$ cat config.mk
export PLATFORM = sky130hd
export DESIGN_NAME = cnms_front
export DESIGN_NICKNAME = d
export VERILOG_FILES = /design/src/rtl/core/cnms_pkg.sv /design/src/rtl/core/cnms_front.sv
export SDC_FILE = /design/constraint.sdc
export NUM_CORES = 1
export LEC_CHECK = 0
export BUFFER_PORTS_ARGS = -buffer_cell sky130_fd_sc_hd__clkbuf_2
export CORE_ASPECT_RATIO = 2
export CORE_MARGIN = 1
export CORE_UTILIZATION = 25
export CTS_BUF_LIST = sky130_fd_sc_hd__clkbuf_2 sky130_fd_sc_hd__clkbuf_4 sky130_fd_sc_hd__clkbuf_8
export CTS_CLUSTER_SIZE = 24
export DETAILED_ROUTE_END_ITERATION = 12
export PLACE_DENSITY = 0.46
export SLEW_MARGIN = 5
export SYNTH_ARGS = -nofsm -noshare
export SYNTH_HDL_FRONTEND = slang
export SYNTH_SLANG_ARGS = --single-unit
$ cat constraint.sdc
create_clock -name clk -period 3.5 [get_ports clk]
set_input_delay 0.175 -clock clk [delete_from_list [all_inputs] [get_ports clk]]
set_output_delay 0.175 -clock clk [all_outputs]
set_load 0.01 [all_outputs]
$ cat src/rtl/core/cnms_pkg.sv
// shared types, constants and helper functions of the canny suppression block
`default_nettype none

package cnms_pkg;

    // field widths fixed by the external interface
    localparam int MAG_W      = 11;
    localparam int ANGLE_W    = 11;
    localparam int ROW_W      = 13;
    localparam int ROW_OUT_W  = 12;
    localparam int COL_OUT_W  = 10;
    localparam int CLASS_W    = 2;
    localparam int WIDTH_W    = 11;
    localparam int HEIGHT_W   = 13;
    localparam int THR_W      = 11;
    localparam int CFG_DATA_W = 13;
    localparam int CFG_IDX_W  = 2;
    // compare width for the clamped row length, holds the largest buffer depth
    localparam int WCMP_W     = 14;

    // result queue between the window stage and the output side
    localparam int FIFO_DEPTH = 8;
    localparam int FIFO_PTR_W = 3;
    localparam int FIFO_CNT_W = 4;
    localparam int MAX_PUSH   = 2;

    // configuration reset values
    localparam logic [WIDTH_W-1:0]  WIDTH_RESET  = 11'd640;
    localparam logic [HEIGHT_W-1:0] HEIGHT_RESET = 13'd480;
    localparam logic [THR_W-1:0]    LOW_RESET    = 11'd115;
    localparam logic [THR_W-1:0]    HIGH_RESET   = 11'd361;

    // angle bounds in quarter degrees
    localparam logic [ANGLE_W-1:0] ANGLE_HALF_TURN = 11'd720;
    localparam logic [ANGLE_W-1:0] ANGLE_FULL_TURN = 11'd1440;
    localparam logic [ANGLE_W-1:0] ANGLE_B0        = 11'd90;
    localparam logic [ANGLE_W-1:0] ANGLE_B1        = 11'd270;
    localparam logic [ANGLE_W-1:0] ANGLE_B2        = 11'd450;
    localparam logic [ANGLE_W-1:0] ANGLE_B3        = 11'd630;

    typedef enum logic [CFG_IDX_W-1:0] {
        REG_IMAGE_WIDTH    = 2'd0,
        REG_IMAGE_HEIGHT   = 2'd1,
        REG_LOW_THRESHOLD  = 2'd2,
        REG_HIGH_THRESHOLD = 2'd3
    } cnms_reg_t;

    typedef enum logic {
        OP_PIXEL = 1'b0,
        OP_DRAIN = 1'b1
    } cnms_op_t;

    typedef enum logic [1:0] {
        SEC_0   = 2'd0,
        SEC_45  = 2'd1,
        SEC_90  = 2'd2,
        SEC_135 = 2'd3
    } cnms_sector_t;

    typedef enum logic [CLASS_W-1:0] {
        CLASS_NONE   = 2'd0,
        CLASS_WEAK   = 2'd1,
        CLASS_STRONG = 2'd2
    } cnms_class_t;

    // control flags of the item held between the front and the window stage
    typedef struct packed {
        logic valid;
        logic drain;
        logic emit_first;
        logic emit_second;
        logic top;
        logic left_first;
        logic left_second;
    } cnms_ctrl_t;

    typedef struct packed {
        logic [MAG_W-1:0] top;
        logic [MAG_W-1:0] mid;
        logic [MAG_W-1:0] bot;
    } cnms_column_t;

    typedef struct packed {
        logic [MAG_W-1:0] kept;
        cnms_class_t      cls;
    } cnms_verdict_t;

    typedef struct packed {
        logic [ROW_OUT_W-1:0] row;
        logic [COL_OUT_W-1:0] column;
        logic [MAG_W-1:0]     kept;
        cnms_class_t          cls;
        logic                 last;
    } cnms_result_t;

    // fold the direction into half a turn and pick one of four sectors
    function automatic cnms_sector_t quantize(input logic [ANGLE_W-1:0] angle);
        logic [ANGLE_W-1:0] a;
        cnms_sector_t       s;
        if (angle >= ANGLE_FULL_TURN)
        begin
            a = angle - ANGLE_FULL_TURN;
        end
        else if (angle >= ANGLE_HALF_TURN)
        begin
            a = angle - ANGLE_HALF_TURN;
        end
        else
        begin
            a = angle;
        end
        priority if (a <= ANGLE_B0)
        begin
            s = SEC_0;
        end
        else if (a <= ANGLE_B1)
        begin
            s = SEC_45;
        end
        else if (a <= ANGLE_B2)
        begin
            s = SEC_90;
        end
        else if (a <= ANGLE_B3)
        begin
            s = SEC_135;
        end
        else
        begin
            s = SEC_0;
        end
        return s;
    endfunction

    // suppress against the two neighbours along the sector, then class
    function automatic cnms_verdict_t judge(
        input cnms_column_t     lcol,
        input cnms_column_t     ccol,
        input cnms_column_t     rcol,
        input cnms_sector_t     sector,
        input logic             top,
        input logic             bottom,
        input logic             left,
        input logic             right,
        input logic [THR_W-1:0] low_thr,
        input logic [THR_W-1:0] high_thr
    );
        logic [MAG_W-1:0] p;
        logic [MAG_W-1:0] n1;
        logic [MAG_W-1:0] n2;
        logic             ok1;
        logic             ok2;
        cnms_verdict_t    v;
        p = ccol.mid;
        unique case (sector)
            SEC_0:
            begin
                n1 = lcol.mid;  ok1 = left;
                n2 = rcol.mid;  ok2 = right;
            end
            SEC_45:
            begin
                n1 = rcol.bot;  ok1 = right && bottom;
                n2 = lcol.top;  ok2 = left && top;
            end
            SEC_90:
            begin
                n1 = ccol.top;  ok1 = top;
                n2 = ccol.bot;  ok2 = bottom;
            end
            SEC_135:
            begin
                n1 = lcol.bot;  ok1 = left && bottom;
                n2 = rcol.top;  ok2 = right && top;
            end
            default:
            begin
                n1 = '0;  ok1 = 1'b0;
                n2 = '0;  ok2 = 1'b0;
            end
        endcase
        if ((ok1 && (p < n1)) || (ok2 && (p < n2)))
        begin
            v.kept = '0;
        end
        else
        begin
            v.kept = p;
        end
        priority if ((v.kept == '0) || (v.kept < low_thr))
        begin
            v.cls = CLASS_NONE;
        end
        else if (v.kept > high_thr)
        begin
            v.cls = CLASS_STRONG;
        end
        else
        begin
            v.cls = CLASS_WEAK;
        end
        return v;
    endfunction

endpackage

`default_nettype wire

$ cat src/rtl/core/cnms_front.sv
// front end: raster counters, drain detection, sector quantization, line buffer read
`default_nettype none

module cnms_front #(
    parameter int MAX_WIDTH = 1024,
    parameter int MAG_W     = 11,
    parameter int COL_W     = 10
) (
    input  wire logic                              clk,
    input  wire logic                              rst_n,
    input  wire logic                              accept,
    input  wire logic                              operation,
    input  wire logic [cnms_pkg::MAG_W-1:0]        magnitude,
    input  wire logic [cnms_pkg::ANGLE_W-1:0]      angle_quarter_deg,
    input  wire logic [cnms_pkg::WIDTH_W-1:0]      image_width,
    input  wire logic [cnms_pkg::HEIGHT_W-1:0]     image_height,
    output logic                                   rd_en,
    output logic [COL_W-1:0]                       rd_addr,
    output cnms_pkg::cnms_ctrl_t                   ctrl,
    output logic [COL_W-1:0]                       item_col,
    output logic [cnms_pkg::ROW_OUT_W-1:0]         item_row,
    output logic [MAG_W-1:0]                       item_mag,
    output cnms_pkg::cnms_sector_t                 item_sector
);

    localparam int CW = cnms_pkg::WCMP_W;
    localparam int RW = cnms_pkg::ROW_W;

    logic [COL_W-1:0]           col_reg, col_next;
    logic [RW-1:0]              row_reg, row_next;
    cnms_pkg::cnms_ctrl_t       ctrl_reg, ctrl_next;
    logic [COL_W-1:0]           col_out_reg;
    logic [cnms_pkg::ROW_OUT_W-1:0] row_out_reg;
    logic [MAG_W-1:0]           mag_reg;
    cnms_pkg::cnms_sector_t     sector_reg;

    logic [CW-1:0]              width_eff;
    logic [RW-1:0]              height_eff;
    logic                       drain;
    logic                       ignored;
    logic                       last_col;
    logic [RW-1:0]              row_m1;

    always_comb
    begin
        priority if (image_width == '0)
        begin
            width_eff = CW'(1);
        end
        else if (CW'(image_width) > CW'(MAX_WIDTH))
        begin
            width_eff = CW'(MAX_WIDTH);
        end
        else
        begin
            width_eff = CW'(image_width);
        end
        height_eff = (image_height == '0) ? RW'(1) : image_height;
        drain      = row_reg >= height_eff;
        // a drain request before the last row is complete is dropped
        ignored    = !drain && (operation == cnms_pkg::OP_DRAIN);
        last_col   = (CW'(col_reg) + CW'(1)) >= width_eff;
        row_m1     = row_reg - RW'(1);
    end

    assign rd_en   = accept && !ignored;
    assign rd_addr = col_reg;

    always_comb
    begin
        col_next = col_reg;
        row_next = row_reg;
        if (rd_en)
        begin
            if (last_col)
            begin
                col_next = '0;
                row_next = drain ? '0 : (row_reg + RW'(1));
            end
            else
            begin
                col_next = col_reg + COL_W'(1);
            end
        end
    end

    always_comb
    begin
        ctrl_next.valid       = rd_en;
        ctrl_next.drain       = drain;
        ctrl_next.emit_first  = (row_reg != '0) && (col_reg != '0);
        ctrl_next.emit_second = (row_reg != '0) && last_col;
        ctrl_next.top         = row_reg >= RW'(2);
        ctrl_next.left_first  = col_reg >= COL_W'(2);
        ctrl_next.left_second = col_reg != '0;
    end

    always_ff @(posedge clk or negedge rst_n)
    begin
        if (!rst_n)
        begin
            col_reg  <= '0;
            row_reg  <= '0;
            ctrl_reg <= '0;
        end
        else
        begin
            col_reg  <= col_next;
            row_reg  <= row_next;
            ctrl_reg <= ctrl_next;
        end
    end

    always_ff @(posedge clk)
    begin
        if (rd_en)
        begin
            col_out_reg <= col_reg;
            row_out_reg <= row_m1[cnms_pkg::ROW_OUT_W-1:0];
            mag_reg     <= drain ? '0 : magnitude[MAG_W-1:0];
            sector_reg  <= cnms_pkg::quantize(angle_quarter_deg);
        end
    end

    assign ctrl        = ctrl_reg;
    assign item_col    = col_out_reg;
    assign item_row    = row_out_reg;
    assign item_mag    = mag_reg;
    assign item_sector = sector_reg;

endmodule

`default_nettype wire

==> flow_summary.ini, run 1 <==
[cells_and_area]
final_core_util = 0.319
seq_area_um2 = 1800
drive_gt1_frac = 0.271
layout.nets = 602
final_common_cell = clkbuf_2
fillers = 1699
area_growth_pct = 24.4
num_antenna_cells = 0
multi_input_area_um2 = 2160
largest_reg_flops = 13
most-common-layout-cells = clkbuf_2, ha_1, edfxtp_1

[status]
status = finished clean

[yosys]
synth-edff-count = 35
ys_async_sr_fraction = 0.462
synthTopCellsByArea = edfxtp_1, dfrtp_1, ha_1, inv_1, nand2_1
ys_seq_area_frac = 0.432
netlist_area_um2 = 4170
synthesis.nets = 496
postSynthCellCount = 410
yosys.area.top_type = edfxtp_1
ys_ff_latch = 65
yosysUniqueCellTypes = 64
yosys_warnings = 0
synth.avg_cell_area_um2 = 10.2
synthFlopType = edfxtp_1
synth_top_area_frac = 0.252

[placed_design]
routabilityCongestion = 0.871
place_hpwl_um = 9270
io_buffers = 102

[clock_network]
clkSlewWorstSetupHoldPaths_ps = 80
clockRootBuffer = clkbuf_8
clk_latency_ps = 350
cts_sinks = 65
post_cts_buffers = 0
clock_path_buffers = 2
cts-htree-levels = 3
numCtsBuffers = 9
cts_tree = done

[timing]
tns_ps = 0
rsz0062_at_grt = no
setup_violations = 0
min_period_ps = 3200
finalHoldViolations = 0
fin_crit_sh = 0.914
max_slew_margin = 0.457
worst_slew_pin_slew_ps = 814
fmax_mhz = 313
drv_slew = 0
skew_ps = 10.6

[global_route]
gr-total-overflow = 0
first_global_vias = 3607
grt_pass1_wl_um = 18500
antenna_found_initial = 0
grt_usage = 0.142
grt_max_degree = 31

[worst_setup_path]
end_kind = flop
required_ps = 3790
cp.arrival_ps = 3490
worst_setup_path_start_kind = flop
cp_max_fo = 10
crit_type = flop to flop
rrSetupSlack_ps = 300

[die]
dieArea_um2 = 17200
boundaryPins = 103
die_y_um = 185
core_area_um2 = 16300
rows = 66
initial_utilization = 0.256
die_x_um = 93.3

[route]
drt_wl_total_um = 11700
routed-via-count = 3591
ant_nets = 0
first_pass_iters = 5
drtIter0Drc = 143
drc = 0
avgRoutedWirePerCell_um = 16.2
via_per_inst = 4.95

[run]
drv_cap = 0

[power]
pwr-share-comb = 0.265
p_per_area_nw_per_um2 = 452
p_sw_frac = 0.309
p_clk_frac = 0.328
p_int_mw = 1.62
power.switching_mw = 0.724
p_leak_nw = 2.44
p_seq_frac = 0.407
max-vdd-ir-drop_mv = 0.164

[hold_path]
hp-class = primary input to flop
==> final cells by class <==
class                   instances  share of cell area
flip-flops and latches         65               0.348
clock buffers                   9              0.0239
repair buffers                112               0.114
multi-input cells             292               0.416
inverters                      36              0.0261
well taps                     204              0.0493
clock inverters                 7              0.0229
==> repair_timing <==
action / in CTS / in global routing
setup endpoints to repair: 0 / 2
hold buffers: 1 / 0
endpoints found under the hold margin: 30 / 0
gates resized for setup: 0 / 1
==> cell families (layout without fill, tap and decap cells) <==
family,after synthesis,count (layout),share of synthesized area
AO/OA/AOI/OAI,103,103,0.193
AND/OR/NAND/NOR,132,132,0.170
multiplexers,3,3,0.00751
XOR/XNOR,18,18,0.0378
adder cells (fa/ha/maj),36,36,0.108
flip-flops,65,65,0.432
buffers and inverters,53,164,0.0510
==> power by group through the flow <==
stage	sequential, mW	clock [mW]	combinational (mW)
2_1_floorplan	0.986	0	0.353
3_3_place_gp	0.970	0	0.616
3_5_place_dp	0.970	0	0.626
4_1_cts	0.955	0.790	0.630
5_1_grt	0.964	0.825	0.701
6_report	0.954	0.770	0.620
==> synth_stat cells, types with 9 or more instances <==
master / number
nand2_1: 29
xnor2_1: 10
a22o_1: 9
dfrtp_1: 30
clkbuf_1: 13
nor4_1: 9
inv_1: 34
nor2_1: 23
ha_1: 36
a21o_1: 14
and2_1: 13
a21oi_1: 16
edfxtp_1: 35
nand3_1: 13
==> worst paths after layout <==
| check | from | to | cells past startpoint |
|---|---|---|---|
| worst max register to register | rd_addr[3] | rd_addr[0] | 11 |
| worst max-delay path | rd_addr[3] | rd_addr[0] | 11 |
| min in group asynchronous | rst_n | ctrl[0] | 2 |
| max in group asynchronous | rst_n | row_reg[6] | 2 |
| worst min register to register | rd_addr[4] | item_col[4] | 1 |
| worst min-delay path | magnitude[2] | item_mag[2] | 2 |
==> stage by stage <==
stage,cell area [um2],hold WS (ps),instances,setup WS (ps),total power [mW]
2_1_floorplan,4170,-121,410,561,1.34
3_3_place_gp,4930,305,708,168,1.59
3_5_place_dp,4930,309,708,102,1.60
4_1_cts,5180,70.2,725,260,2.38
5_1_grt,5180,78.7,725,17.5,2.49
6_report,5180,89.9,725,302,2.34
==> routing by layer <==
layer	up-vias	GRT usage	routed length, um
met1	1714	0.133	4040
met4	0	0.0880	548
met2	94	0.276	6740
li1	1751	-	-
met5	-	0	0
met3	32	0.0223	401
==> worst max-delay path, cell delays in order (launching register included) <==
cell      delay [ps]
dfrtp_1          490
and3_1           240
and3_1           270
nand3_1          120
xnor2_1          220
ha_1             280
nand4_1           90
nor2_1            50
a221o_1          360
a221oi_4         390
and2_1           410
mux2_2           220
Note: power is estimated with default switching activity, not from simulation.
==> run 2: changes to the inputs <==
==> constraint.sdc (replaced) <==
create_clock -name clk -period 3.7 [get_ports clk]
set_input_delay 0.185 -clock clk [delete_from_list [all_inputs] [get_ports clk]]
set_output_delay 0.185 -clock clk [all_outputs]
set_load 0.01 [all_outputs]
==> run 2 against run 1 <==
  * First-iteration DRC count fell by 18%
  * Non-clock buffer count fell by 4
  * Count of clock-buffer cells in the layout did not move
  * Via count rose by 0.33%
  * Routed wire length fell by 0.26%
  * Combinational power fell by 9.4%
  * Hold slack improved by 14 ps
  * Register-to-register slack improved by 160 ps
  * Flip-flop and latch count did not move
  * Final cell count fell by 0.55%
  * Clock skew fell by 0.75 ps
==> flow_summary.ini, run 2 (synthesized netlist as in run 1, its figures left out) <==
[power]
max-vdd-ir-drop_mv = 0.193
p_leak_nw = 2.41
power_mw = 2.14
p_per_area_nw_per_um2 = 417

[worst_setup_path]
cp_slowest_cell = or4b_2
critPathMaxStageDelay_ps = 630
end_kind = flop
cp_common_cell = ha_1
rrSetupSlack_ps = 460
required_ps = 3970
crit_type = flop to flop
worst_setup_path_start_kind = flop
r2r_start = rd_addr[1]
r2r_cells = 11
path_delay_family = simple AND/OR/NAND/NOR gates
cp.arrival_ps = 3510
critical_path_cell_count = 11
cp_cell_sequence = ha_1 > nand3_1 > xnor2_1 > ha_1 > nand4_1 > nor2_1 > a221o_1 > a221oi_4 > buf_4 > or4b_2 > a21oi_1
reg2reg_to = row_reg[11]
cp_max_fo = 21
path_buf_inv = 1

[hold_path]
hp-class = primary input to flop
hold_start = magnitude[2]
worstHoldEndpoint = item_mag[2]
hold_depth = 2

[route]
ant_nets = 0
drtIter0Drc = 117
avgRoutedWirePerCell_um = 16.2
drt_wl_total_um = 11700
routed-via-count = 3603
via_per_inst = 5.00
first_pass_iters = 4
drc = 0

[clock_network]
cts_resized = 0
clock_path_buffers = 2
clk_latency_ps = 350
cts_tree = done
clkSlewWorstSetupHoldPaths_ps = 80
cts_sinks = 65
clockRootBuffer = clkbuf_8
numCtsBuffers = 9
post_cts_buffers = 0
cts_hold_buf = 1
cts-htree-levels = 3

[global_route]
antenna_found_initial = 0
first_global_vias = 3671
grt_max_degree = 36
grt_pass1_wl_um = 18400
gr-total-overflow = 0
grt_usage = 0.140

[timing]
finalHoldViolations = 0
worst_slew_pin_slew_ps = 912
max_slew_margin = 0.383
rsz0062_at_grt = no
setup_slack_ps = 459
min_period_ps = 3240
fin_crit_sh = 0.876
skew_ps = 9.80
drv_slew = 0
fmax_mhz = 309
hold_slack_ps = 104
setup_violations = 0
tns_ps = 0

[placed_design]
place_hpwl_um = 9280
io_buffers = 102
routabilityCongestion = 0.872
pre_cts_ws_ps = 354

[cells_and_area]
final_common_cell = clkbuf_2
layout.nets = 598
area_growth_pct = 23.0
most-common-layout-cells = clkbuf_2, ha_1, edfxtp_1
num_antenna_cells = 0
drive_gt1_frac = 0.265
largest_reg_flops = 13
fillers = 1705

[die]
die_x_um = 93.3
boundaryPins = 103
die_y_um = 185
dieArea_um2 = 17200
initial_utilization = 0.256
core_area_um2 = 16300
rows = 66

[run]
drv_cap = 0

[status]
status = finished clean
## run 2: cell count changes in the layout (fill, tap and decap cells not counted)
cell / change
buf_4: -3
buf_6: -1
bufinv_16: -1
clkinv_2: +1
clkinv_4: -1
inv_6: +1
## run 2: worst register-to-register path: cells and delay by family (launching register included)
family / cells / cell delay (ps)
DFF: 1 / 530
buffers and inverters: 1 / 210
xor gates and xnor gates: 1 / 200
AOI/OAI and AO/OA: 3 / 500
and+or+nand+nor: 4 / 1060
adders and majority gates: 2 / 670
## run 2: stage by stage
step,cell area (um2),std cells,util
after floorplan,4170,410,-
after global placement,4900,704,0.301
after detailed placement,4900,704,0.301
after CTS,5120,721,0.315
after global routing,5120,721,0.315
final,5120,721,0.315
## run 2: per-layer routing
metal | up-vias | track usage | wire [um]
met5 | - | 0 | 0
met4 | 0 | 0.0868 | 537
met3 | 37 | 0.0206 | 406
met2 | 111 | 0.278 | 6820
met1 | 1722 | 0.128 | 3930
li1 | 1733 | - | -
## run 2: layout make-up
class | instances | area, um2 | area share
multi-input combinational | 292 | 2160 | 0.421
sequential | 65 | 1800 | 0.352
timing repair buffer | 108 | 558 | 0.109
tap | 204 | 255 | 0.0498
inverter | 36 | 135 | 0.0264
clock buffer | 9 | 124 | 0.0242
clock inverter | 7 | 93.8 | 0.0183
## run 2: power breakdown
part           internal [mW]  leakage [nW]  switching (mW)
clock                  0.379         0.106           0.280
sequential             0.840         0.718          0.0771
combinational          0.237          1.59           0.325
total                   1.46          2.41           0.682
## run 2: worst max path at each step
stage / start / endpoint / slack, ps
detailed placement: image_width[6] / row_reg[2] / 350
global placement: image_width[6] / rd_addr[0] / 400
global route: rd_addr[1] / row_reg[12] / 240
floorplan: rd_addr[2] / row_reg[2] / 760
CTS: rd_addr[1] / row_reg[11] / 410
finish: rd_addr[1] / row_reg[11] / 460
==> run 3: changes to the inputs <==
--- a/config.mk
+++ b/config.mk
@@ -6,13 +6,15 @@
 export NUM_CORES = 1
 export LEC_CHECK = 0
 export BUFFER_PORTS_ARGS = -buffer_cell sky130_fd_sc_hd__clkbuf_2
+export CELL_PAD_IN_SITES_DETAIL_PLACEMENT = 0
+export CELL_PAD_IN_SITES_GLOBAL_PLACEMENT = 1
 export CORE_ASPECT_RATIO = 2
 export CORE_MARGIN = 1
 export CORE_UTILIZATION = 25
 export CTS_BUF_LIST = sky130_fd_sc_hd__clkbuf_2 sky130_fd_sc_hd__clkbuf_4 sky130_fd_sc_hd__clkbuf_8
 export CTS_CLUSTER_SIZE = 24
 export DETAILED_ROUTE_END_ITERATION = 12
-export PLACE_DENSITY = 0.46
+export PLACE_DENSITY = 0.55
 export SLEW_MARGIN = 5
 export SYNTH_ARGS = -nofsm -noshare
 export SYNTH_HDL_FRONTEND = slang
==> run 3 against run 2 <==
  * Combinational power is 1% lower
  * Global-route usage up 0.53 points
  * Sequential power about the same
==> flow_summary.ini, run 3 (synthesized netlist as in run 1, its figures left out) <==
[worst_setup_path]
cp.arrival_ps = 3560
cp_cell_sequence = and3_1 > and3_1 > nand3_1 > xnor2_1 > ha_1 > nand4_1 > nor2_1 > a221o_1 > a221oi_4 > buf_12 > nor2_1 > a32o_1
critPathMaxStageDelay_ps = 560
cp_slowest_cell = dfrtp_1
required_ps = 3940
path_delay_family = compound AO/OA/AOI/OAI gates
crit_type = flop to flop
cp_max_fo = 23
path_buf_inv = 1
worst_setup_path_start_kind = flop
end_kind = flop

[clock_network]
cts-htree-levels = 3
clock_path_buffers = 2
clockRootBuffer = clkbuf_8
post_cts_buffers = 0
cts_sinks = 65
cts_resized = 0
clk_latency_ps = 360
cts_hold_buf = 1
cts_tree = done
clkSlewWorstSetupHoldPaths_ps = 80
numCtsBuffers = 9

[placed_design]
dpl-instance-area_um2 = 4910
io_buffers = 102
routabilityCongestion = 0.860
placed_cells = 704
place_hpwl_um = 9770

[timing]
fmax_mhz = 302
setup_violations = 0
tns_ps = 0
max_slew_margin = 0.370
hold_slack_ps = 99.7
worst_slew_pin_slew_ps = 932
rsz0062_at_grt = no
drv_slew = 0
min_period_ps = 3310
skew_ps = 13.8
fin_crit_sh = 0.896
finalHoldViolations = 0

[power]
p_leak_nw = 2.42
p_clk_frac = 0.315
p_per_area_nw_per_um2 = 419
p_int_mw = 1.48
max-vdd-ir-drop_mv = 0.173
p_seq_frac = 0.427
p_sw_frac = 0.311
pwr-share-comb = 0.258
power.switching_mw = 0.670

[cells_and_area]
largest_reg_flops = 13
design_area_um2 = 5140
final_common_cell = clkbuf_2
most-common-layout-cells = clkbuf_2, ha_1, edfxtp_1
area_growth_pct = 23.5
final_core_util = 0.316
instances_no_fill = 721
drive_gt1_frac = 0.265
layout.nets = 598
num_antenna_cells = 0

[route]
drtIter0Drc = 132
drc = 0
via_per_inst = 4.96
avgRoutedWirePerCell_um = 16.8
ant_nets = 0
drt_wl_total_um = 12100
first_pass_iters = 4
routed-via-count = 3577

[global_route]
grt_max_degree = 31
grt_usage = 0.145
antenna_found_initial = 0
gr-total-overflow = 0
grt_pass1_wl_um = 18900
first_global_vias = 3589

[die]
die_x_um = 93.3
rows = 66
core_area_um2 = 16300
dieArea_um2 = 17200
initial_utilization = 0.256
die_y_um = 185
boundaryPins = 103

[status]
status = finished clean

[hold_path]
hp-class = primary input to flop

[run]
drv_cap = 0
-- run 3: changes by cell type in the layout (fill, tap and decap cells not counted) --
cell and delta:
buf_12 +1, buf_4 -1, clkbuf_4 +1, clkbuf_8 +1
clkinv_2 -1, inv_6 -1
-- run 3: final timing paths --
| check | start | endpoint | slack, ps | cells after the start |
|---|---|---|---|---|
| worst max-delay path | rd_addr[2] | row_reg[6] | 390 | 12 |
| min in group asynchronous | rst_n | ctrl[5] | 460 | 2 |
| max in group asynchronous | rst_n | row_reg[4] | 2730 | 2 |
| worst max register to register | rd_addr[2] | row_reg[6] | 390 | 12 |
| worst min-delay path | magnitude[2] | item_mag[2] | 100 | 2 |
| worst min register to register | row_reg[0] | row_reg[0] | 630 | 2 |
-- run 3: metal layers --
metal  GRT usage  vias up  routed length (um)  share of wire
met1       0.139     1742                4110           0.34
met3      0.0231       23                 350          0.029
met5           0        -                   0              0
met2       0.294       79                7280           0.60
li1            -     1733                   -              -
met4      0.0609        0                 347          0.029
-- run 3: through the flow --
step	worst slack, ps	total power, mW
after floorplan	761	1.27
after global placement	384	1.50
after detailed placement	383	1.50
after CTS	337	2.19
after global routing	138	2.28
final	385	2.15
-- run 3: area by class of cell --
type	count	area [um2]
clock buffer	11	145
multi-input combinational	292	2160
clock inverter	5	80.1
timing repair buffer	108	571
tap	204	255
inverter	36	135
sequential	65	1800
fill	1689	11100
-- run 3: worst reg2reg max path, stage by stage (launching register included) --
cell and delay, ps:
dfrtp_1 560, and3_1 270, and3_1 280, nand3_1 120, xnor2_1 250, ha_1 290
nand4_1 90, nor2_1 60, a221o_1 350, a221oi_4 360, buf_12 200, nor2_1 100
a32o_1 270
-- run 3: power by group through the flow --
stage | sequential, mW | combinational, mW | clock [mW]
after floorplan | 0.933 | 0.334 | 0
after global placement | 0.934 | 0.563 | 0
after detailed placement | 0.935 | 0.565 | 0
after CTS | 0.921 | 0.568 | 0.696
after global routing | 0.929 | 0.623 | 0.726
final | 0.919 | 0.556 | 0.679
