--- config.mk ---
export PLATFORM = sky130hd
export DESIGN_NAME = cnms_fifo_flat
export DESIGN_NICKNAME = d
export VERILOG_FILES = /design/src/rtl/core/cnms_pkg.sv /design/src/rtl/core/cnms_if.sv /design/src/rtl/core/cnms_fifo.sv /design/src/flat_wrapper.sv
export SDC_FILE = /design/constraint.sdc
export NUM_CORES = 1
export LEC_CHECK = 0
export BUFFER_PORTS_ARGS = -buffer_cell sky130_fd_sc_hd__buf_2
export CAP_MARGIN = 20
export CELL_PAD_IN_SITES_DETAIL_PLACEMENT = 0
export CELL_PAD_IN_SITES_GLOBAL_PLACEMENT = 2
export CORE_MARGIN = 1.5
export CORE_UTILIZATION = 50
export DETAILED_ROUTE_END_ITERATION = 10
export PLACE_DENSITY = 0.84
export SLEW_MARGIN = 20
export SYNTH_ARGS = -nofsm -noshare
export SYNTH_HDL_FRONTEND = slang
export SYNTH_SLANG_ARGS = --single-unit
--- constraint.sdc ---
create_clock -name clk -period 6.3 [get_ports clk]
set_input_delay 0.315 -clock clk [delete_from_list [all_inputs] [get_ports clk]]
set_output_delay 0.315 -clock clk [all_outputs]
set_load 0.01 [all_outputs]
--- src/rtl/core/cnms_pkg.sv ---
// shared types, constants and helper functions of the canny suppression block
`default_nettype none

package cnms_pkg;

    // field widths fixed by the external interface
    localparam int MAG_W      = 11;
    localparam int ANGLE_W    = 11;
    localparam int ROW_W      = 13;
    localparam int ROW_OUT_W  = 12;
    localparam int COL_OUT_W  = 10;
    localparam int CLASS_W    = 2;
    localparam int WIDTH_W    = 11;
    localparam int HEIGHT_W   = 13;
    localparam int THR_W      = 11;
    localparam int CFG_DATA_W = 13;
    localparam int CFG_IDX_W  = 2;
    // compare width for the clamped row length, holds the largest buffer depth
    localparam int WCMP_W     = 14;

    // result queue between the window stage and the output side
    localparam int FIFO_DEPTH = 8;
    localparam int FIFO_PTR_W = 3;
    localparam int FIFO_CNT_W = 4;
    localparam int MAX_PUSH   = 2;

    // configuration reset values
    localparam logic [WIDTH_W-1:0]  WIDTH_RESET  = 11'd640;
    localparam logic [HEIGHT_W-1:0] HEIGHT_RESET = 13'd480;
    localparam logic [THR_W-1:0]    LOW_RESET    = 11'd115;
    localparam logic [THR_W-1:0]    HIGH_RESET   = 11'd361;

    // angle bounds in quarter degrees
    localparam logic [ANGLE_W-1:0] ANGLE_HALF_TURN = 11'd720;
    localparam logic [ANGLE_W-1:0] ANGLE_FULL_TURN = 11'd1440;
    localparam logic [ANGLE_W-1:0] ANGLE_B0        = 11'd90;
    localparam logic [ANGLE_W-1:0] ANGLE_B1        = 11'd270;
    localparam logic [ANGLE_W-1:0] ANGLE_B2        = 11'd450;
    localparam logic [ANGLE_W-1:0] ANGLE_B3        = 11'd630;

    typedef enum logic [CFG_IDX_W-1:0] {
        REG_IMAGE_WIDTH    = 2'd0,
        REG_IMAGE_HEIGHT   = 2'd1,
        REG_LOW_THRESHOLD  = 2'd2,
        REG_HIGH_THRESHOLD = 2'd3
    } cnms_reg_t;

    typedef enum logic {
        OP_PIXEL = 1'b0,
        OP_DRAIN = 1'b1
    } cnms_op_t;

    typedef enum logic [1:0] {
        SEC_0   = 2'd0,
        SEC_45  = 2'd1,
        SEC_90  = 2'd2,
        SEC_135 = 2'd3
    } cnms_sector_t;

    typedef enum logic [CLASS_W-1:0] {
        CLASS_NONE   = 2'd0,
        CLASS_WEAK   = 2'd1,
        CLASS_STRONG = 2'd2
    } cnms_class_t;

    // control flags of the item held between the front and the window stage
    typedef struct packed {
        logic valid;
        logic drain;
        logic emit_first;
        logic emit_second;
        logic top;
        logic left_first;
        logic left_second;
    } cnms_ctrl_t;

    typedef struct packed {
        logic [MAG_W-1:0] top;
        logic [MAG_W-1:0] mid;
        logic [MAG_W-1:0] bot;
    } cnms_column_t;

    typedef struct packed {
        logic [MAG_W-1:0] kept;
        cnms_class_t      cls;
    } cnms_verdict_t;

    typedef struct packed {
        logic [ROW_OUT_W-1:0] row;
        logic [COL_OUT_W-1:0] column;
        logic [MAG_W-1:0]     kept;
        cnms_class_t          cls;
        logic                 last;
    } cnms_result_t;

    // fold the direction into half a turn and pick one of four sectors
    function automatic cnms_sector_t quantize(input logic [ANGLE_W-1:0] angle);
        logic [ANGLE_W-1:0] a;
        cnms_sector_t       s;
        if (angle >= ANGLE_FULL_TURN)
        begin
            a = angle - ANGLE_FULL_TURN;
        end
        else if (angle >= ANGLE_HALF_TURN)
        begin
            a = angle - ANGLE_HALF_TURN;
        end
        else
        begin
            a = angle;
        end
        priority if (a <= ANGLE_B0)
        begin
            s = SEC_0;
        end
        else if (a <= ANGLE_B1)
        begin
            s = SEC_45;
        end
        else if (a <= ANGLE_B2)
        begin
            s = SEC_90;
        end
        else if (a <= ANGLE_B3)
        begin
            s = SEC_135;
        end
        else
        begin
            s = SEC_0;
        end
        return s;
    endfunction

    // suppress against the two neighbours along the sector, then class
    function automatic cnms_verdict_t judge(
        input cnms_column_t     lcol,
        input cnms_column_t     ccol,
        input cnms_column_t     rcol,
        input cnms_sector_t     sector,
        input logic             top,
        input logic             bottom,
        input logic             left,
        input logic             right,
        input logic [THR_W-1:0] low_thr,
        input logic [THR_W-1:0] high_thr
    );
        logic [MAG_W-1:0] p;
        logic [MAG_W-1:0] n1;
        logic [MAG_W-1:0] n2;
        logic             ok1;
        logic             ok2;
        cnms_verdict_t    v;
        p = ccol.mid;
        unique case (sector)
            SEC_0:
            begin
                n1 = lcol.mid;  ok1 = left;
                n2 = rcol.mid;  ok2 = right;
            end
            SEC_45:
            begin
                n1 = rcol.bot;  ok1 = right && bottom;
                n2 = lcol.top;  ok2 = left && top;
            end
            SEC_90:
            begin
                n1 = ccol.top;  ok1 = top;
                n2 = ccol.bot;  ok2 = bottom;
            end
            SEC_135:
            begin
                n1 = lcol.bot;  ok1 = left && bottom;
                n2 = rcol.top;  ok2 = right && top;
            end
            default:
            begin
                n1 = '0;  ok1 = 1'b0;
                n2 = '0;  ok2 = 1'b0;
            end
        endcase
        if ((ok1 && (p < n1)) || (ok2 && (p < n2)))
        begin
            v.kept = '0;
        end
        else
        begin
            v.kept = p;
        end
        priority if ((v.kept == '0) || (v.kept < low_thr))
        begin
            v.cls = CLASS_NONE;
        end
        else if (v.kept > high_thr)
        begin
            v.cls = CLASS_STRONG;
        end
        else
        begin
            v.cls = CLASS_WEAK;
        end
        return v;
    endfunction

endpackage

`default_nettype wire

--- src/rtl/core/cnms_if.sv ---
// valid/ready channel interfaces for gradient pixels and edge results
`default_nettype none


interface cnms_result_if;
    logic                               valid;
    logic                               ready;
    logic [cnms_pkg::ROW_OUT_W-1:0]     out_row;
    logic [cnms_pkg::COL_OUT_W-1:0]     out_column;
    logic [cnms_pkg::MAG_W-1:0]         kept_magnitude;
    logic [cnms_pkg::CLASS_W-1:0]       edge_class;
    logic                               last_of_frame;

    modport source (output valid, output out_row, output out_column,
                    output kept_magnitude, output edge_class,
                    output last_of_frame, input ready);
    modport sink   (input valid, input out_row, input out_column,
                    input kept_magnitude, input edge_class,
                    input last_of_frame, output ready);
endinterface

`default_nettype wire

--- src/rtl/core/cnms_fifo.sv ---
// result queue taking up to two results a cycle and feeding the output channel
`default_nettype none

module cnms_fifo (
    input  wire logic                     clk,
    input  wire logic                     rst_n,
    input  wire logic                     push_first,
    input  wire logic                     push_second,
    input  wire cnms_pkg::cnms_result_t   res_first,
    input  wire cnms_pkg::cnms_result_t   res_second,
    output logic                          room,
    cnms_result_if.source                 result
);

    localparam int PW = cnms_pkg::FIFO_PTR_W;
    localparam int NW = cnms_pkg::FIFO_CNT_W;

    cnms_pkg::cnms_result_t     entry_reg [cnms_pkg::FIFO_DEPTH];
    logic [PW-1:0]              wr_ptr_reg, wr_ptr_next;
    logic [PW-1:0]              rd_ptr_reg, rd_ptr_next;
    logic [NW-1:0]              count_reg, count_next;

    cnms_pkg::cnms_result_t     slot0;
    logic [1:0]                 n_push;
    logic                       pop;
    cnms_pkg::cnms_result_t     head;

    always_comb
    begin
        slot0       = push_first ? res_first : res_second;
        n_push      = 2'(push_first) + 2'(push_second);
        pop         = result.valid && result.ready;
        wr_ptr_next = wr_ptr_reg + PW'(n_push);
        rd_ptr_next = rd_ptr_reg + PW'(pop);
        count_next  = count_reg + NW'(n_push) - NW'(pop);
    end

    always_ff @(posedge clk)
    begin
        if (n_push != 2'd0)
        begin
            entry_reg[wr_ptr_reg] <= slot0;
        end
        if (n_push == 2'd2)
        begin
            entry_reg[wr_ptr_reg + PW'(1)] <= res_second;
        end
    end

    always_ff @(posedge clk or negedge rst_n)
    begin
        if (!rst_n)
        begin
            wr_ptr_reg <= '0;
            rd_ptr_reg <= '0;
            count_reg  <= '0;
        end
        else
        begin
            wr_ptr_reg <= wr_ptr_next;
            rd_ptr_reg <= rd_ptr_next;
            count_reg  <= count_next;
        end
    end

    // leave space for the item in the window stage and the one being taken
    assign room = count_reg <= NW'(cnms_pkg::FIFO_DEPTH - 2 * cnms_pkg::MAX_PUSH);

    assign head                  = entry_reg[rd_ptr_reg];
    assign result.valid          = count_reg != '0;
    assign result.out_row        = head.row;
    assign result.out_column     = head.column;
    assign result.kept_magnitude = head.kept;
    assign result.edge_class     = head.cls;
    assign result.last_of_frame  = head.last;

endmodule

`default_nettype wire

--- src/flat_wrapper.sv ---
// flat-port wrapper written by rule: the top's interface ports become plain ports
module cnms_fifo_flat 
  (clk, rst_n, push_first, push_second, res_first, res_second, room, result_valid, result_out_row, result_out_column, result_kept_magnitude, result_edge_class, result_last_of_frame, result_ready);
  cnms_result_if result_i ();
  input  wire logic clk;
  input  wire logic rst_n;
  input  wire logic push_first;
  input  wire logic push_second;
  input  wire cnms_pkg::cnms_result_t res_first;
  input  wire cnms_pkg::cnms_result_t res_second;
  output logic room;
  output wire logic [$bits(result_i.valid)-1:0] result_valid;
  output wire logic [$bits(result_i.out_row)-1:0] result_out_row;
  output wire logic [$bits(result_i.out_column)-1:0] result_out_column;
  output wire logic [$bits(result_i.kept_magnitude)-1:0] result_kept_magnitude;
  output wire logic [$bits(result_i.edge_class)-1:0] result_edge_class;
  output wire logic [$bits(result_i.last_of_frame)-1:0] result_last_of_frame;
  input wire logic [$bits(result_i.ready)-1:0] result_ready;
  assign result_valid = result_i.valid;
  assign result_out_row = result_i.out_row;
  assign result_out_column = result_i.out_column;
  assign result_kept_magnitude = result_i.kept_magnitude;
  assign result_edge_class = result_i.edge_class;
  assign result_last_of_frame = result_i.last_of_frame;
  assign result_i.ready = result_ready;
  cnms_fifo u_core (.clk(clk), .rst_n(rst_n), .push_first(push_first), .push_second(push_second), .res_first(res_first), .res_second(res_second), .room(room), .result(result_i));
endmodule
==> flow_summary.toml, run 1 <==
[yosys]
syn-instance-count = 847
synth-main-ff-cell = "edfxtp_1"
syn_area_sq_um = 15410
seq_area_frac_synth = 0.5773
ys_types = 36
synth_area_per_cell_sq_um = 18.20
synth-edff-count = 288
ys_seq_elements = 298
synth_warnings = 0
async_flop_share = 0.03356
synth_nets = 937

[drt]
dr.pass1.iters = 6
routed_wl_microns = 34570
drc_errors = 0
num_vias = 8271
ant_nets = 0
wire_per_inst_microns = 25.03
drt_iter0_drc = 622
vias_per_cell = 5.989

[sta]
max_freq_mhz = 270.9
timing.slew.headroom = 0.2949
final-hold-violation-count = 0
tightest_slew_ns = 1.058
fin_crit_sh = 0.5859
slew_viol_final = 0
setup-violations-final = 0
finalCriticalPeriod_ns = 3.691
finalSetupTns_ns = 0
fin_hold_ws_ns = 0.1225
rsz0062_at_grt = "no"
skew_ns = 0.008236

[setup_path]
reg2regPathDepth = 5
critical_path_arrival_ns = 3.38
critPathLaunchType = "register"
cp.required_ns = 5.98
cp-end-kind = "output port"
path_cells = "buf_4, mux4_2, mux2_2, buf_2"
crit_type = "reg2out"
critPathMaxStageDelay_ns = 1.09
critPathMaxFanout = 48
crit_path_top_delay_cell = "dfrtp_4"

[power]
p_seq_frac = 0.416
p_clk_frac = 0.214
comb_power_share = 0.369
p_sw_frac = 0.3242
vdd_drop_max_uv = 347.7
power_leakage_nw = 5.850
switchingPower_mw = 2.551
internal_power_mw = 5.318
power_density_nw_per_um2 = 452.8

[final_layout]
largest_register_ffs = 288
final_cells = 1381
drive_gt1_frac = 0.6335
layout_commonest_cell = "mux2_2"
nNetsFinal = 1053
num_antenna_cells = 0
layout_common_cells = "358 x mux2_2, 288 x edfxtp_1, 114 x buf_2, 72 x mux4_2, 31 x clkbuf_16"
final_area_sq_um = 17380
synthToLayoutAreaGrowth_pct = 12.74

[cts]
htreeDepth = 1
cts_tree = "yes"
clock-sinks = 298
cts_root_buffer = "clkbuf_16"
clockBufferDepth = 3
clk_latency_ns = 0.55
cts.clk_slew.worst_paths_ns = 0.06
cts_buffers = 31

[grt]
track_usage = 0.2231
gr-total-overflow = 0
grt_pass1_wl_microns = 52940
grt_max_degree = 66
grt_pass1_vias = 8534
antenna_found_initial = 1

[place]
globalplace.congestion = 0.7337
numPortBuffers = 114
dpl.hpwl_microns = 19870
placed_cell_area_sq_um = 16460
dp_cells = 1325

[die]
fp.dieW_microns = 178.6
start_util = 0.5065
coreArea_sq_um = 30430
fp.dieArea_sq_um = 31890
fp-row-count = 64
ios = 115
die_h_microns = 178.6

[flow_run]
cap_viol_max_count = 0

[hold_path]
hold_depth = 3
hold_class = "in2reg"

[status]
run_status = "finished clean"
==> per-layer routing <==
metal / GRT usage / share of wire
met5: 0 / 0.00038
met4: 0.03993 / 0.013
met3: 0.02408 / 0.043
met2: 0.3640 / 0.49
met1: 0.3281 / 0.46
==> cells by family after synthesis <==
| family | after synthesis | share of synthesized area |
|---|---|---|
| buffers and inverters | 60 | 0.02094 |
| adders and majority gates | 13 | 0.01153 |
| muxes | 433 | 0.3689 |
| and+or+nand+nor | 26 | 0.01088 |
| DFF | 298 | 0.5773 |
| xor gates and xnor gates | 7 | 0.006414 |
| AOI/OAI and AO/OA | 10 | 0.004059 |
==> synth_stat cells, types with 4 or more instances <==
master	number	area, sq um
mux2_2	358	4031
edfxtp_1	288	8648
mux4_2	72	1622
buf_2	24	120.1
clkbuf_1	11	41.29
ha_1	11	137.6
dfrtp_1	10	250.2
inv_1	10	37.54
buf_6	9	101.4
buf_1	6	22.52
nand2_1	5	18.77
nor2_2	4	25.02
==> worst max-delay path: cells and delay by family, from the launching register on <==
family | cells | cell delay, ns
DFF | 1 | 1.09
muxes | 2 | 0.89
buffers and inverters | 2 | 0.78
==> cell type report <==
cell class | count | area [sq um]
Clock buffer | 46 | 842.1
Timing Repair Buffer | 133 | 715.7
Sequential cell | 298 | 8910
Tap cell | 396 | 495.5
Multi-Input combinational cell | 489 | 6311
Inverter | 10 | 37.54
Fill cell | 2397 | 13050
Clock inverter | 9 | 66.31
==> metrics by stage <==
stage,power [mW],worst slack (ns),utilization
floorplan,5.264,1.733,-
global placement,6.241,3.087,0.5407
detailed placement,6.271,3.056,0.5408
CTS,7.963,2.497,0.5710
global route,8.260,2.367,0.5711
finish,7.868,2.609,0.5711
==> power groups by stage <==
stage,Combinational [mW],Sequential [mW],Clock (mW)
CTS,2.96,3.29,1.71
finish,2.91,3.28,1.69
global placement,2.93,3.31,0
global route,3.13,3.34,1.79
floorplan,2.17,3.10,0
detailed placement,2.94,3.33,0
==> worst paths after layout <==
kind,to,startpoint,slack [ns]
worst max-delay path,result_kept_magnitude[9],u_core.rd_ptr_reg[0],2.61
worst min-delay path,u_core.rd_ptr_reg[0],result_ready,0.12
worst max register to register,u_core.entry_reg[6][6],u_core.wr_ptr_reg[0],3.15
worst min register to register,u_core.rd_ptr_reg[2],u_core.rd_ptr_reg[2],0.63
max in group asynchronous,u_core.rd_ptr_reg[2],rst_n,5.92
min in group asynchronous,u_core.count_reg[0],rst_n,0.16
==> timing repair <==
item                                   in CTS  in global routing
setup buffers                               0                  0
hold buffers                                1                  0
endpoints found under the hold margin      10                  0
resized for setup                           0                  0
(Power assumes the default switching activity.)
==> run 2, diff against run 1 <==
Settings changed: CORE_UTILIZATION 50 to 42, PLACE_DENSITY 0.84 to 0.75.
Clock period 6.3 ns to 3 ns, I/O delays scaled along.
==> flow_summary.toml, run 2 (synthesized netlist as in run 1, its figures left out) <==
[die]
fp.dieW_microns = 194.6
fp.dieArea_sq_um = 37860
die_h_microns = 194.6
start_util = 0.4302
coreArea_sq_um = 35830
ios = 115
fp-row-count = 69

[sta]
finalSetupTns_ns = 0
finalCriticalPeriod_ns = 2.635
max_freq_mhz = 379.5
setup_ws_ns = 0.3649
skew_ns = 0.02161
rsz0062_at_grt = "no"
final-hold-violation-count = 0
setup-violations-final = 0
timing.slew.headroom = 0.4639
tightest_slew_ns = 0.8020
fin_hold_ws_ns = 0.03776
slew_viol_final = 0
fin_crit_sh = 0.8784

[cts]
htreeDepth = 2
cts_resized = 0
clockBufferDepth = 3
cts_buffers = 34
clk_latency_ns = 0.51
post_cts_buffers = 0
cts.clk_slew.worst_paths_ns = 0.06
cts_tree = "yes"
clock-sinks = 298
cts_root_buffer = "clkbuf_16"
ctsHoldBuffers = 2

[final_layout]
layout_common_cells = "358 x mux2_2, 288 x edfxtp_1, 114 x buf_2, 72 x mux4_2, 35 x clkbuf_16"
layout_commonest_cell = "mux2_2"
fin_util = 0.5002
nNetsFinal = 1074
largest_register_ffs = 288
final_cells = 1471
final_area_sq_um = 17920
drive_gt1_frac = 0.6392
synthToLayoutAreaGrowth_pct = 16.28
n_fill_cell = 3016

[grt]
grt_pass1_wl_microns = 56280
track_usage = 0.1996
use_met2 = 0.3323
grt-busiest-layer = "met2"
antenna_found_initial = 1
gr-total-overflow = 0
grt_util_met1 = 0.2788
grt_use_met3 = 0.02464
grt_max_degree = 38
grt_pass1_vias = 8692

[setup_path]
crit_type = "reg2reg"
critPathMaxFanout = 11
crit_path_top_delay_cell = "dfrtp_1"
critPathMaxStageDelay_ns = 0.52
cpLargestDelayFamily = "simple AND/OR/NAND/NOR gates"
path_cells = "ha_1, nor3b_1, nand2_2, o21ai_4, buf_4"
regToRegSetupSlack_ns = 0.36
cp.required_ns = 3.19
critical_path_arrival_ns = 2.83
cp_num_buf_inv = 1
cp-end-kind = "register"
critPathLaunchType = "register"
reg2regPathDepth = 5
timing.rr.start = "u_core.wr_ptr_reg[0]"
worstReg2RegEnd = "u_core.entry_reg[1][2]"

[power]
vdd_drop_max_uv = 381.6
p_total_mw = 17.38
power_leakage_nw = 6.057
power_density_nw_per_um2 = 969.6

[place]
globalplace.congestion = 0.7522
dp_cells = 1407
dp_slack_ns = 0.3820
numPortBuffers = 114
dpl.hpwl_microns = 22200
placed_cell_area_sq_um = 16860

[drt]
ant_nets = 0
drc_errors = 0
wire_per_inst_microns = 25.53
vias_per_cell = 5.676
num_vias = 8350
dr.pass1.iters = 4
drt_iter0_drc = 554
routed_wl_microns = 37550

[status]
run_status = "finished clean"

[hold_path]
hold_class = "in2async"

[flow_run]
cap_viol_max_count = 0
## run 2: cell types whose count changed in the layout (fill, tap and decap cells not counted), moves of 3 or more
cell | before | now
clkinv_1 | 3 | 8
clkbuf_16 | 31 | 35
buf_12 | 0 | 16
clkbuf_1 | 14 | 11
## run 2: worst max-delay path by stage
stage | from | to | slack, ns | cells past startpoint
after detailed placement | u_core.wr_ptr_reg[0] | u_core.entry_reg[1][29] | 0.38 | 5
after global placement | u_core.wr_ptr_reg[0] | u_core.entry_reg[1][29] | 0.43 | 5
after global routing | u_core.wr_ptr_reg[0] | u_core.entry_reg[1][2] | 0.22 | 5
after CTS | u_core.rd_ptr_reg[2] | result_kept_magnitude[4] | 0.34 | 4
final | u_core.wr_ptr_reg[0] | u_core.entry_reg[1][2] | 0.36 | 5
after floorplan | push_first | u_core.entry_reg[6][0] | -0.41 | 6
## run 2: area by class of cell
| cell class | count | area [sq um] | share of cell area |
|---|---|---|---|
| flip-flops and latches | 298 | 8907 | 0.4970 |
| repair buffers | 151 | 1054 | 0.05878 |
| multi-input cells | 489 | 6309 | 0.3520 |
| inverters | 10 | 37.54 | 0.002094 |
| clock buffers | 46 | 917.1 | 0.05117 |
| diodes | 1 | 2.502 | 0.0001396 |
| clock inverters | 15 | 118.9 | 0.006632 |
| well taps | 461 | 576.8 | 0.03218 |
## run 2: worst register-to-register path, cell delays in order (launching register included)
cell and delay (ns):
dfrtp_1 0.52, ha_1 0.47, nor3b_1 0.38, nand2_2 0.33, o21ai_4 0.33, buf_4 0.29
## run 2: metal layers
| metal | up-vias | routed length, microns |
|---|---|---|
| li1 | 3739 | - |
| met1 | 4356 | 16760 |
| met2 | 211 | 18460 |
| met3 | 44 | 1740 |
| met4 | 0 | 594 |
| met5 | - | 0 |
## run 2: where the power goes
group	internal (mW)	total (mW)	leakage (nW)	switching [mW]
clock	2.31	3.93	0.505	1.62
sequential	6.17	6.70	2.76	0.531
combinational	3.25	6.75	2.79	3.50
==> run 3, diff against run 2 <==
==> constraint.sdc (replaced) <==
create_clock -name clk -period 3 [get_ports clk]
set_input_delay 0.3 -clock clk [delete_from_list [all_inputs] [get_ports clk]]
set_output_delay 0.3 -clock clk [all_outputs]
set_load 0.01 [all_outputs]
==> flow_summary.toml, run 3 (synthesized netlist as in run 1, its figures left out) <==
[cts]
cts_buffers = 35
cts.clk_slew.worst_paths_ns = 0.06
cts_root_buffer = "clkbuf_16"
clk_latency_ns = 0.52
cts_tree = "yes"
clock-sinks = 298
htreeDepth = 2
clockBufferDepth = 3

[die]
ios = 115
fp.dieW_microns = 194.6
die_h_microns = 194.6
fp-row-count = 69
start_util = 0.4302
coreArea_sq_um = 35830
fp.dieArea_sq_um = 37860

[sta]
skew_ns = 0.01148
rsz0062_at_grt = "no"
finalCriticalPeriod_ns = 2.811
slew_viol_final = 0
fin_crit_sh = 0.9369
final-hold-violation-count = 0
setup-violations-final = 0
fin_hold_ws_ns = 0.1313
timing.slew.headroom = 0.4361
tightest_slew_ns = 0.8458
max_freq_mhz = 355.8
setup_ws_ns = 0.1892

[grt]
gr-total-overflow = 0
grt_pass1_wl_microns = 56530
grt_max_degree = 43
antenna_found_initial = 2
grt_util_met1 = 0.2833
track_usage = 0.1997
use_met2 = 0.3288
grt_pass1_vias = 8878
grt-busiest-layer = "met2"
grt_use_met3 = 0.02863

[final_layout]
drive_gt1_frac = 0.6500
largest_register_ffs = 288
synthToLayoutAreaGrowth_pct = 16.78
n_fill_cell = 2948
layout_common_cells = "358 x mux2_2, 288 x edfxtp_1, 114 x buf_2, 72 x mux4_2, 36 x clkbuf_16"
num_antenna_cells = 0
layout_commonest_cell = "mux2_2"
final_cells = 1478
nNetsFinal = 1080
fin_util = 0.5024

[place]
dp_cells = 1413
dpl.hpwl_microns = 22540
globalplace.congestion = 0.7204
dp_slack_ns = 0.3595
numPortBuffers = 114

[setup_path]
crit_type = "reg2out"
crit_path_end = "result_out_column[9]"
cp.required_ns = 2.70
regToRegSetupSlack_ns = 0.35
critPathMaxFanout = 42
timing.rr.start = "u_core.wr_ptr_reg[0]"
critical_path_arrival_ns = 2.51
crit_start = "u_core.rd_ptr_reg[2]"
reg2regPathDepth = 5
critPathLaunchType = "register"
cp-end-kind = "output port"
worstReg2RegEnd = "u_core.entry_reg[5][19]"

[drt]
wire_per_inst_microns = 25.32
drt_iter0_drc = 540
dr.pass1.iters = 4
num_vias = 8288
ant_nets = 0
routed_wl_microns = 37430
drc_errors = 0
vias_per_cell = 5.608

[flow_run]
cap_viol_max_count = 0

[power]
power_density_nw_per_um2 = 974.0
vdd_drop_max_uv = 551.7
p_total_mw = 17.53
power_leakage_nw = 6.117

[status]
run_status = "finished clean"

[hold_path]
hold_class = "in2reg"
## run 3: cell count changes in the layout (fill, tap and decap cells not counted)
cell,before,now
clkinv_2,4,11
buf_4,19,26
buf_12,16,15
clkbuf_1,11,8
clkbuf_16,35,36
clkinv_1,8,4
clkinvlp_4,0,1
dlygate4sd3_1,2,1
diode_2,1,0
clkinv_8,0,1
## run 3: stage by stage
step / TNS (ns) / area [sq um]
global route: 0 / 18000
global placement: 0 / 16900
detailed placement: 0 / 16900
CTS: 0 / 18000
finish: 0 / 18000
floorplan: -68.31 / 15430
## run 3: how the worst min path moves through the flow
stage / start / end / depth (start not counted)
after floorplan: rst_n / u_core.count_reg[0] / 0
after global placement: rst_n / u_core.count_reg[0] / 1
after detailed placement: rst_n / u_core.count_reg[0] / 1
after CTS: result_ready / u_core.rd_ptr_reg[0] / 3
after global routing: result_ready / u_core.rd_ptr_reg[0] / 3
final: result_ready / u_core.rd_ptr_reg[0] / 3
## run 3: timing repair
action	4_1_cts	5_1_grt
gates resized for setup	0	0
endpoints found under the hold margin	10	0
hold buffers	1	0
setup endpoints to repair	0	0
buffers inserted	0	0
## run 3: where the power goes
group | total [mW] | switching [mW] | internal, mW | leakage (nW)
logic | 6.73 | 3.44 | 3.29 | 2.82
clock network | 4.07 | 1.69 | 2.39 | 0.542
registers | 6.73 | 0.563 | 6.17 | 2.76
## run 3: final cells by class
cell class,count,area [sq um],area share
sequential,298,8907,0.4949
timing repair buffer,156,1076,0.05978
multi-input combinational,489,6309,0.3505
clock buffer,44,930.9,0.05172
inverter,10,37.54,0.002085
clock inverter,20,162.7,0.009037
tap,461,576.8,0.03204
## run 3: per-layer routing
layer	wire [microns]	part of all wire
met5	13	0.00035
met3	1702	0.045
met4	519	0.014
met1	17020	0.45
met2	18170	0.49
## run 3: worst max-delay path, stage by stage (launching register included)
cell and delay [ns]:
dfrtp_4 0.91, buf_4 0.31, mux4_2 0.32, mux2_2 0.28, buf_2 0.14
